## src/rtl/tccs_pkg.sv

```systemverilog
// tccs_pkg: shared types and constants for the text console block
// controller/datapath command and status structs, mode and register codes
// no dependencies
`timescale 1ns / 1ps
`default_nettype none

package tccs_pkg;

  localparam int MAX_ROWS_DEF    = 32;
  localparam int MAX_COLUMNS_DEF = 128;

  // stream payload widths, data fields padded to whole bytes
  localparam int IN_DATA_W  = 24;
  localparam int IN_USER_W  = 2;
  localparam int OUT_DATA_W = 24;

  // configuration port
  localparam int CFG_INDEX_W = 1;
  localparam int CFG_DATA_W  = 8;
  localparam logic [CFG_INDEX_W-1:0] REG_SCREEN_ROWS    = 1'b0;
  localparam logic [CFG_INDEX_W-1:0] REG_SCREEN_COLUMNS = 1'b1;
  localparam logic [5:0] SCREEN_ROWS_RESET    = 6'd25;
  localparam logic [7:0] SCREEN_COLUMNS_RESET = 8'd80;

  // item modes
  localparam logic [1:0] MODE_PUT   = 2'd0;
  localparam logic [1:0] MODE_READ  = 2'd1;
  localparam logic [1:0] MODE_CLEAR = 2'd2;

  localparam logic [7:0] CHAR_LF = 8'd10;
  localparam logic [7:0] CHAR_CR = 8'd13;

  typedef struct packed {
    logic load;       // latch the accepted item, arm the remainder unit
    logic mod_step;   // one step of the top row remainder
    logic exec;       // perform the item's main action
    logic sweep_run;  // write zero at the sweep address and advance
    logic sweep_row;  // sweep one storage row instead of the whole screen
    logic out_load;   // capture the result
  } cmd_t;

  typedef struct packed {
    logic       top_big;
    logic       mod_last;
    logic [1:0] mode;
    logic       need_scroll;
    logic       sweep_last_all;
    logic       sweep_last_row;
  } stat_t;

endpackage

`default_nettype wire

```

## src/rtl/tccs_ctrl.sv

```systemverilog
// tccs_ctrl: sequencing state machine of the text console
// drives datapath commands from its status; uses tccs_pkg
`timescale 1ns / 1ps
`default_nettype none

module tccs_ctrl (
  input  logic            clk,
  input  logic            rst,
  input  logic            in_valid,
  output logic            in_ready,
  output logic            out_valid,
  input  logic            out_ready,
  output tccs_pkg::cmd_t  cmd,
  input  tccs_pkg::stat_t stat
);

  import tccs_pkg::*;

  typedef enum logic [6:0] {
    S_INIT   = 7'b0000001,
    S_IDLE   = 7'b0000010,
    S_MOD    = 7'b0000100,
    S_EXEC   = 7'b0001000,
    S_SCROLL = 7'b0010000,
    S_CLEAR  = 7'b0100000,
    S_DONE   = 7'b1000000
  } state_t;

  state_t state, state_next;
  logic   slot_free;

  assign in_ready  = (state == S_IDLE);
  assign slot_free = !out_valid || out_ready;

  always_comb begin
    state_next = state;
    cmd        = '0;
    unique case (state)
      S_INIT: begin
        cmd.sweep_run = 1'b1;
        if (stat.sweep_last_all) begin
          state_next = S_IDLE;
        end
      end
      S_IDLE: begin
        if (in_valid) begin
          cmd.load   = 1'b1;
          state_next = stat.top_big ? S_MOD : S_EXEC;
        end
      end
      S_MOD: begin
        cmd.mod_step = 1'b1;
        if (stat.mod_last) begin
          state_next = S_EXEC;
        end
      end
      S_EXEC: begin
        cmd.exec = 1'b1;
        unique case (stat.mode)
          MODE_PUT:   state_next = stat.need_scroll ? S_SCROLL : S_DONE;
          MODE_CLEAR: state_next = S_CLEAR;
          default:    state_next = S_DONE;
        endcase
      end
      S_SCROLL: begin
        cmd.sweep_run = 1'b1;
        cmd.sweep_row = 1'b1;
        if (stat.sweep_last_row) begin
          state_next = S_DONE;
        end
      end
      S_CLEAR: begin
        cmd.sweep_run = 1'b1;
        if (stat.sweep_last_all) begin
          state_next = S_DONE;
        end
      end
      S_DONE: begin
        if (slot_free) begin
          cmd.out_load = 1'b1;
          state_next   = S_IDLE;
        end
      end
      default: state_next = S_INIT;
    endcase
  end

  always_ff @(posedge clk) begin
    if (rst) begin
      state     <= S_INIT;
      out_valid <= 1'b0;
    end else begin
      state <= state_next;
      if (cmd.out_load) begin
        out_valid <= 1'b1;
      end else if (out_ready) begin
        out_valid <= 1'b0;
      end
    end
  end

endmodule

`default_nettype wire

```

## config.mk

```make
export PLATFORM = sky130hd
export DESIGN_NAME = tccs_ctrl
export DESIGN_NICKNAME = d
export VERILOG_FILES = /design/src/rtl/tccs_pkg.sv /design/src/rtl/tccs_ctrl.sv
export SDC_FILE = /design/constraint.sdc
export NUM_CORES = 1
export LEC_CHECK = 0
export ABC_AREA = 1
export BUFFER_PORTS_ARGS = -buffer_cell sky130_fd_sc_hd__buf_2
export CORE_AREA = 2 2 39 41
export CTS_BUF_LIST = sky130_fd_sc_hd__clkbuf_2 sky130_fd_sc_hd__clkbuf_4 sky130_fd_sc_hd__clkbuf_8
export DETAILED_ROUTE_END_ITERATION = 12
export DIE_AREA = 0 0 41 43
export GPL_TIMING_DRIVEN = 0
export PLACE_DENSITY = 0.77
export SYNTH_ARGS = -nofsm -noshare
export SYNTH_HDL_FRONTEND = slang
export SYNTH_SLANG_ARGS = --single-unit
```

## constraint.sdc

```tcl
create_clock -name clk -period 2.87 [get_ports clk]
set_clock_uncertainty 0.1 [all_clocks]
set_input_delay 0.1435 -clock clk [delete_from_list [all_inputs] [get_ports clk]]
set_output_delay 0.1435 -clock clk [all_outputs]
set_load 0.005 [all_outputs]
```

==> impl_metrics.csv, run 1 <==
group,metric,value,unit
final_layout,finalInstanceArea,742,um^2
yosys,ys_seq_elements,8,
floorplan,initial_core_util,43.3,%
worst_setup_path,max_stage_delay,0.33,ns
grt,grt_use_total,18.6,%
worst_setup_path,worstPathMaxFanout,5,
clocking,clockRootBuffer,"clkbuf_4",
placement,pre_cts_slack,1.41,ns
timing,rsz0062_at_grt,"false",
pwr,swShare,46.9,%
timing,fmax,0.639,GHz
routing,viasPerCell,4.83,
routing,wl,1.29,mm
floorplan,dieWidth,41,um
worst_setup_path,start_kind,"register",
routing,m1WireLength,591,um
grt,grt_pass1_wl,2.19,mm
floorplan,core_region_area,1380,um^2
grt,antenna_found_initial,0,
worst_setup_path,slowest_stage,"dfxtp_1",
routing,drtAntennaViolNets,0,
clocking,clk_pin_slew,0.06,ns
final_layout,nNetsFinal,136,
timing,post-route-period-util,54.5,%
routing,met2_wirelength,603,um
grt,grt_max_degree,7,
clocking,cts_max_level,1,
routing,drc_errors,0,
pwr,switchingPower,0.271,mW
final_layout,finalNonFillerCells,139,
yosys,yosysUniqueCellTypes,18,
worst_setup_path,worstSetupPathType,"register to output port",
clocking,cts_tree,"built",
timing,setup_tns,0,ns
final_layout,fillers,141,
yosys,synth_area,599,um^2
pwr,p_comb_share,56.0,%
routing,dr_total_vias,672,
timing,max_slew_margin,84.1,%
run_status,outcome,"finished clean",
pwr,power_density,780,nW/um^2
final_layout,final_util,53.6,%
yosys,synth.avg_cell_area,5.93,um^2
pwr,p_leak,0.452,nW
routing,drt_iter0_drc,16,
pwr,total_power,0.579,mW
placement,dpl.cell_count,135,
floorplan,dieArea,1760,um^2
yosys,synthesis.nets,112,
placement,gp_congestion,0.880,
clocking,cts_resized,0,
timing,worstMarginPinSlew,0.239,ns
floorplan,ioPinCount,19,
placement,numPortBuffers,18,
grt,gr-total-overflow,0,
grt,grt_pass1_vias,593,
clocking,clock_latency,0.26,ns
clocking,clk_path_buf_depth,2,
timing,whs,0.0806,ns
worst_setup_path,cp_cell_sequence,"inv_2 -> nand2_1 -> nor2_2 -> nand2_1 -> nor2_1 -> buf_2",
timing,timing_hold_violations_final,0,
timing,drv_slew,0,
yosys,synthCells,101,
pwr,clockPowerShare,15.8,%
placement,hpwl,1.05,mm
final_layout,layout-drive-gt1-share,30.9,%
routing,wl_met3,60,um
pwr,p_int,0.307,mW
clocking,clock_sinks,8,
routing,drt-pass1-iter-count,4,
floorplan,rows,14,
job,drv_cap,0,
worst_setup_path,critPathMostFrequentCell,"nand2_1",
hold_path,hp-class,"input port to register",
floorplan,dieHeight,43,um
timing,setup_ws,1.31,ns
clocking,cts_buffers,3,
yosys,ys_warn_count,0,
final_layout,antenna_cells,0,
timing,setup_viol,0,
worst_setup_path,cp.required,2.63,ns
worst_setup_path,arrival,1.32,ns
yosys,seq_area_frac_synth,26.7,%
worst_setup_path,cp-end-kind,"output port",
routing,top_layer_used,"met4",
pwr,p_seq_share,28.3,%
pwr,vdd_ir_drop_max,0.378,mV
routing,detail_route.wl_per_cell,9.31,um
placement,placed_area,709,um^2
timing,min_period,1.56,ns
final_layout,flow.area_growth_from_synthesis,23.8,%
[sequential cells by signal, indices dropped and copies added, names as in the netlist]
name,count
state,7
out_valid,1
[worst paths after layout]
path	start	endpoint	slack, ns	cells past startpoint
max reg2reg	state[1]	state[2]	1.39	10
min reg2reg	state[1]	state[1]	0.42	2
max	state[5]	cmd[5]	1.31	6
min	stat[4]	state[4]	0.08	4
[per-layer routing]
metal	track usage, %	vias up
li1	-	355
met1	23.2	293
met4	14.0	0
met5	0	-
met3	3.66	5
met2	26.6	19
[power groups by stage]
stage | Combinational (mW) | Sequential [mW] | Clock (mW)
after global routing | 0.363 | 0.168 | 0.0988
final | 0.324 | 0.164 | 0.0913
after global placement | 0.309 | 0.165 | 0
after detailed placement | 0.317 | 0.166 | 0
after CTS | 0.323 | 0.163 | 0.0917
after floorplan | 0.251 | 0.161 | 0
[worst max-delay path: cells and delay by family, from the launching register on]
kind / cells / cell delay (ns)
buffers and inverters: 2 / 0.17
flip-flops: 1 / 0.33
AND/OR/NAND/NOR: 4 / 0.55
[logic make-up after synthesis]
logic type	count (synthesis)	synth area share, %
DFF	8	26.7
and+or+nand+nor	67	55.5
AOI/OAI and AO/OA	5	4.59
buffers and inverters	21	13.2
[repair_timing]
action / CTS / global route
hold buffers: 1 / 0
setup buffers: 0 / 0
hold endpoints to repair: 2 / 0
[cells in the final DEF, fill, tap and decap left out, drive strengths merged, types with 2 or more instances in the layout]
cell,count
buf,18
nor2,27
clkbuf,3
nand3,9
dfxtp,8
nand3b,2
a21oi,3
nand2,25
inv,21
[cells in the mapped netlist]
library cell  number  area share [%]
nor2_1            22              14
nand2_1           21              13
inv_1             17              11
dfxtp_1            8              27
nand3_1            6             5.0
inv_2              4             2.5
nand2_2            4             4.2
a21oi_1            3             2.5
nand3_2            3             5.0
nor2_2             3             3.1
nand3b_1           2             2.5
nor2_4             2             3.8
nand4_1            1             1.0
nor3_1             1            0.83
nor3b_2            1             2.1
nor4_1             1             1.0
o21a_1             1             1.3
o21ai_0            1            0.83
[area by class of cell]
class	instances	area [um^2]	share of cell area (%)
multi-input cells	72	360	48.6
flip-flops and latches	8	160	21.6
repair buffers	19	100	13.5
inverters	21	78.8	10.6
clock buffers	3	22.5	3.04
well taps	16	20.0	2.70
Power figures use the tool's default switching activity.
==> inputs of run 2 (changes only) <==
CORE_AREA = not set   (was 2 2 39 41)
CORE_MARGIN = 2   (was not set)
CORE_UTILIZATION = 46   (was not set)
DIE_AREA = not set   (was 0 0 41 43)
PLACE_DENSITY = 0.81   (was 0.77)
clock period = 1.4 ns   (was 2.87 ns; I/O delays follow)
==> impl_metrics.csv, run 2 (synthesized netlist as in run 1, its figures left out) <==
group,metric,value,unit
pwr,power_density,1620,nW/um^2
worst_setup_path,r2r_slack,0,ns
floorplan,rows,13,
final_layout,flow.area_growth_from_synthesis,47.6,%
final_layout,layout-drive-gt1-share,51.6,%
grt,grt_pass1_wl,2.58,mm
routing,wl_met3,76,um
floorplan,dieWidth,40.1,um
job,drv_cap,0,
pwr,total_power,1.43,mW
routing,viasPerCell,4.92,
hold_path,hp-class,"input port to register",
timing,timing_hold_violations_final,0,
final_layout,layout_commonest_cell,"nor2_1",
worst_setup_path,arrival,1.26,ns
grt,gr-total-overflow,0,
timing,drv_slew,0,
routing,drtAntennaViolNets,0,
clocking,clock_sinks,8,
timing,setup_ws,-0.0336,ns
placement,dpl.cell_count,134,
clocking,clk_pin_slew,0.06,ns
timing,rsz0062_at_grt,"true",
floorplan,dieHeight,40.1,um
floorplan,ioPinCount,19,
timing,fmax,0.698,GHz
routing,wl,1.62,mm
clocking,clock_latency,0.26,ns
worst_setup_path,worstPathMaxFanout,5,
clocking,cts_max_level,1,
routing,drt-pass1-iter-count,4,
worst_setup_path,start_kind,"register",
clocking,cts_buffers,3,
grt,grt_pass1_vias,616,
floorplan,dieArea,1610,um^2
worst_setup_path,cp.required,1.23,ns
floorplan,initial_core_util,47.9,%
timing,post-route-period-util,102,%
floorplan,core_region_area,1250,um^2
timing,worstMarginPinSlew,0.296,ns
final_layout,nNetsFinal,141,
clocking,cts_tree,"built",
run_status,violations,"setup timing",
final_layout,finalNonFillerCells,143,
routing,m1WireLength,675,um
routing,met2_wirelength,851,um
run_status,outcome,"finished, violations left",
placement,numPortBuffers,18,
final_layout,top_register,"state",
pwr,p_leak,0.492,nW
final_layout,antenna_cells,0,
clocking,clk_path_buf_depth,2,
final_layout,reg.largest.list,"state x7, out_valid x1",
routing,top_layer_used,"met4",
final_layout,largest_reg_flops,7,
placement,gp_congestion,0.900,
final_layout,final_cell_mix,"18 x nor2_1, 17 x buf_2, 13 x inv_1, 13 x nand2_1, 8 x inv_2",
routing,drc_errors,0,
clocking,clockRootBuffer,"clkbuf_4",
routing,drt_iter0_drc,10,
pwr,vdd_ir_drop_max,0.831,mV
timing,min_period,1.43,ns
timing,setup_viol,5,
worst_setup_path,r2r_cells,10,
grt,antenna_found_initial,0,
worst_setup_path,worstSetupPathType,"register to output port",
grt,grt_use_total,24.4,%
grt,grt_max_degree,7,
worst_setup_path,cp-end-kind,"output port",
timing,max_slew_margin,80.1,%
placement,hpwl,1.15,mm
routing,dr_total_vias,704,
routing,detail_route.wl_per_cell,11.4,um
hold_path,hold_depth,4,
-- run 2: changes by cell type in the layout (fill, tap and decap cells not counted), sizes merged --
cell / delta
buf: +5
-- run 2: critical path, cell delays in order (launching register included) --
cell and delay (ns):
dfxtp_2 0.33, inv_2 0.07, nand2_4 0.06, nor2_4 0.20
nand3_4 0.12, nand3_1 0.10, buf_2 0.11
-- run 2: final cells by class --
type	instances	area [um^2]
multi-input cells	72	449
fillers	108	368
flip-flops and latches	8	171
repair buffers	24	144
inverters	21	78.8
clock buffers	3	22.5
well taps	15	18.8
-- run 2: worst paths after layout --
kind / from / to
max: state[1] / cmd[2]
min: stat[4] / state[4]
max reg2reg: state[1] / state[2]
min reg2reg: state[6] / state[6]
-- run 2: per-stage QoR --
step / worst slack (ns) / utilization [%] / setup TNS [ns] / hold WS, ns / area (um^2)
global placement: -0.00780 / 56.5 / -0.0151 / 0.177 / 708
floorplan: 0.111 / - / 0 / 0.0395 / 599
detailed placement: -0.0501 / 56.5 / -0.0900 / 0.184 / 708
CTS: -0.0116 / 63.7 / -0.0118 / 0.0234 / 798
global route: -0.107 / 70.6 / -0.802 / 0.0567 / 885
finish: -0.0336 / 70.6 / -0.0867 / 0.0150 / 885
-- run 2: metal layers --
| layer | vias to the layer above | global-route usage [%] |
|---|---|---|
| met5 | - | 0 |
| met4 | 0 | 10.3 |
| met3 | 4 | 3.89 |
| met2 | 17 | 45.2 |
| met1 | 315 | 26.8 |
| li1 | 368 | - |
-- run 2: what timing repair did --
item,CTS,global route
hold endpoints to repair,2,0
gates resized for setup,15,20
hold buffers,1,0
endpoints found under the setup margin,8,13
pin swaps,7,14
setup buffers,2,3
-- run 2: power breakdown --
group          switching, mW  total [mW]  internal, mW
logic                  0.529       0.877         0.348
registers             0.0670       0.367         0.300
clock network         0.0908       0.190        0.0990
total                  0.687        1.43         0.747
==> inputs of run 3 (changes only) <==
clock period = 1.24 ns   (was 1.4 ns; I/O delays follow)
==> impl_metrics.csv, run 3 (synthesized netlist as in run 1, its figures left out) <==
group,metric,value,unit
final_layout,top_register,"state",
placement,numPortBuffers,18,
final_layout,fillers,94,
final_layout,nNetsFinal,146,
floorplan,rows,13,
final_layout,largest_reg_flops,7,
job,drv_cap,0,
timing,setup_viol,14,
worst_setup_path,cp-end-kind,"output port",
floorplan,dieWidth,40.1,um
clocking,clock_latency,0.26,ns
routing,detail_route.wl_per_cell,12.2,um
timing,post-route-period-util,116,%
timing,timing_hold_violations_final,0,
run_status,outcome,"finished, violations left",
timing,min_period,1.43,ns
floorplan,dieHeight,40.1,um
worst_setup_path,worstPathMaxFanout,5,
timing,whs,0.0242,ns
timing,worstMarginPinSlew,0.264,ns
timing,setup_ws,-0.194,ns
clocking,cts_tree,"built",
grt,antenna_found_initial,0,
grt,grt_pass1_wl,2.44,mm
grt,grt_use_total,23.3,%
pwr,clockPowerShare,11.2,%
placement,pre_cts_slack,-0.133,ns
pwr,swShare,47.8,%
pwr,p_int,0.960,mW
worst_setup_path,cp.required,1.08,ns
final_layout,antenna_cells,0,
final_layout,multiInputGateArea,482,um^2
grt,grt_max_degree,7,
timing,fmax,0.698,GHz
routing,drt_iter0_drc,13,
grt,gr-total-overflow,0,
pwr,vdd_ir_drop_max,1.01,mV
routing,drt-pass1-iter-count,4,
floorplan,core_region_area,1250,um^2
clocking,cts_max_level,1,
timing,max_slew_margin,82.2,%
run_status,violations,"setup timing",
routing,dr_total_vias,734,
clocking,clk_pin_slew,0.05,ns
final_layout,reg.largest.list,"state x7, out_valid x1",
pwr,p_seq_share,22.9,%
pwr,p_comb_share,66.0,%
grt,grt_pass1_vias,629,
final_layout,final_cell_mix,"17 x nor2_1, 14 x buf_2, 13 x nand2_1",
floorplan,dieArea,1610,um^2
pwr,p_leak,0.527,nW
routing,wl,1.80,mm
routing,drc_errors,0,
floorplan,initial_core_util,47.9,%
timing,rsz0062_at_grt,"true",
final_layout,layout-drive-gt1-share,59.4,%
clocking,clk_path_buf_depth,2,
worst_setup_path,arrival,1.27,ns
pwr,switchingPower,0.879,mW
clocking,clock_sinks,8,
final_layout,layout_commonest_cell,"nor2_1",
routing,drtAntennaViolNets,0,
placement,hpwl,1.07,mm
final_layout,flow.area_growth_from_synthesis,65.8,%
hold_path,hp-class,"input port to register",
floorplan,ioPinCount,19,
pwr,power_density,1850,nW/um^2
worst_setup_path,worstSetupPathType,"register to output port",
timing,drv_slew,0,
final_layout,regArea,171,um^2
worst_setup_path,start_kind,"register",
placement,gp_congestion,0.887,
clocking,cts_buffers,3,
clocking,clockRootBuffer,"clkbuf_4",
routing,viasPerCell,4.96,
[run 3: cell types whose count changed in the layout (fill, tap and decap cells not counted), moves of 2 or more]
cell | before | now
buf_2 | 17 | 14
dfxtp_1 | 3 | 1
inv_2 | 8 | 10
dfxtp_2 | 3 | 6
inv_1 | 13 | 10
buf_6 | 1 | 8
[run 3: critical path: stages, from the launching register on]
cell     delay, ns
dfxtp_2       0.34
inv_2         0.07
nand2_4       0.06
nor2_4        0.21
nand3_4       0.14
nand3_2       0.10
buf_6         0.10
[run 3: path summary, 6_finish.rpt]
| path | start | endpoint | slack [ns] | cells after the start |
|---|---|---|---|---|
| min | stat[6] | state[3] | 0.02 | 3 |
| max reg2reg | state[2] | state[4] | -0.19 | 10 |
| min reg2reg | state[6] | state[6] | 0.45 | 2 |
| max | state[2] | cmd[2] | -0.19 | 6 |
[run 3: per-stage QoR]
stage	TNS, ns	util, %	instance area [um^2]	power, mW	instances
after floorplan	-0.0129	-	613	0.987	101
after global placement	-0.382	57.6	722	1.13	134
after detailed placement	-0.466	57.6	722	1.15	134
after CTS	-1.48	69.8	875	1.51	145
after global routing	-2.98	79.3	993	1.95	148
final	-2.15	79.3	993	1.84	148
[run 3: layout make-up]
type,count,share of cell area (%)
sequential,8,17.3
clock buffer,3,2.27
timing repair buffer,29,21.9
tap,15,1.89
multi-input combinational,72,48.5
inverter,21,8.19
[run 3: what timing repair did]
| action | 4_1_cts | 5_1_grt |
|---|---|---|
| setup buffers | 6 | 3 |
| hold endpoints to repair | 3 | 0 |
| pin swaps | 11 | 16 |
| hold buffers | 2 | 0 |
| resized for setup | 23 | 24 |
| setup endpoints to repair | 14 | 15 |
[run 3: routing by layer]
metal | wire length [um] | track usage, %
met1 | 755 | 25.8
met2 | 871 | 41.9
met3 | 99 | 1.67
met4 | 77 | 15.5
met5 | 0 | 0
[run 3: power groups by stage]
stage	sequential [mW]	clock, mW	combinational (mW)
after floorplan	0.387	0	0.600
after global placement	0.395	0	0.733
after detailed placement	0.400	0	0.750
after CTS	0.400	0.206	0.903
after global routing	0.428	0.219	1.30
final	0.420	0.205	1.21
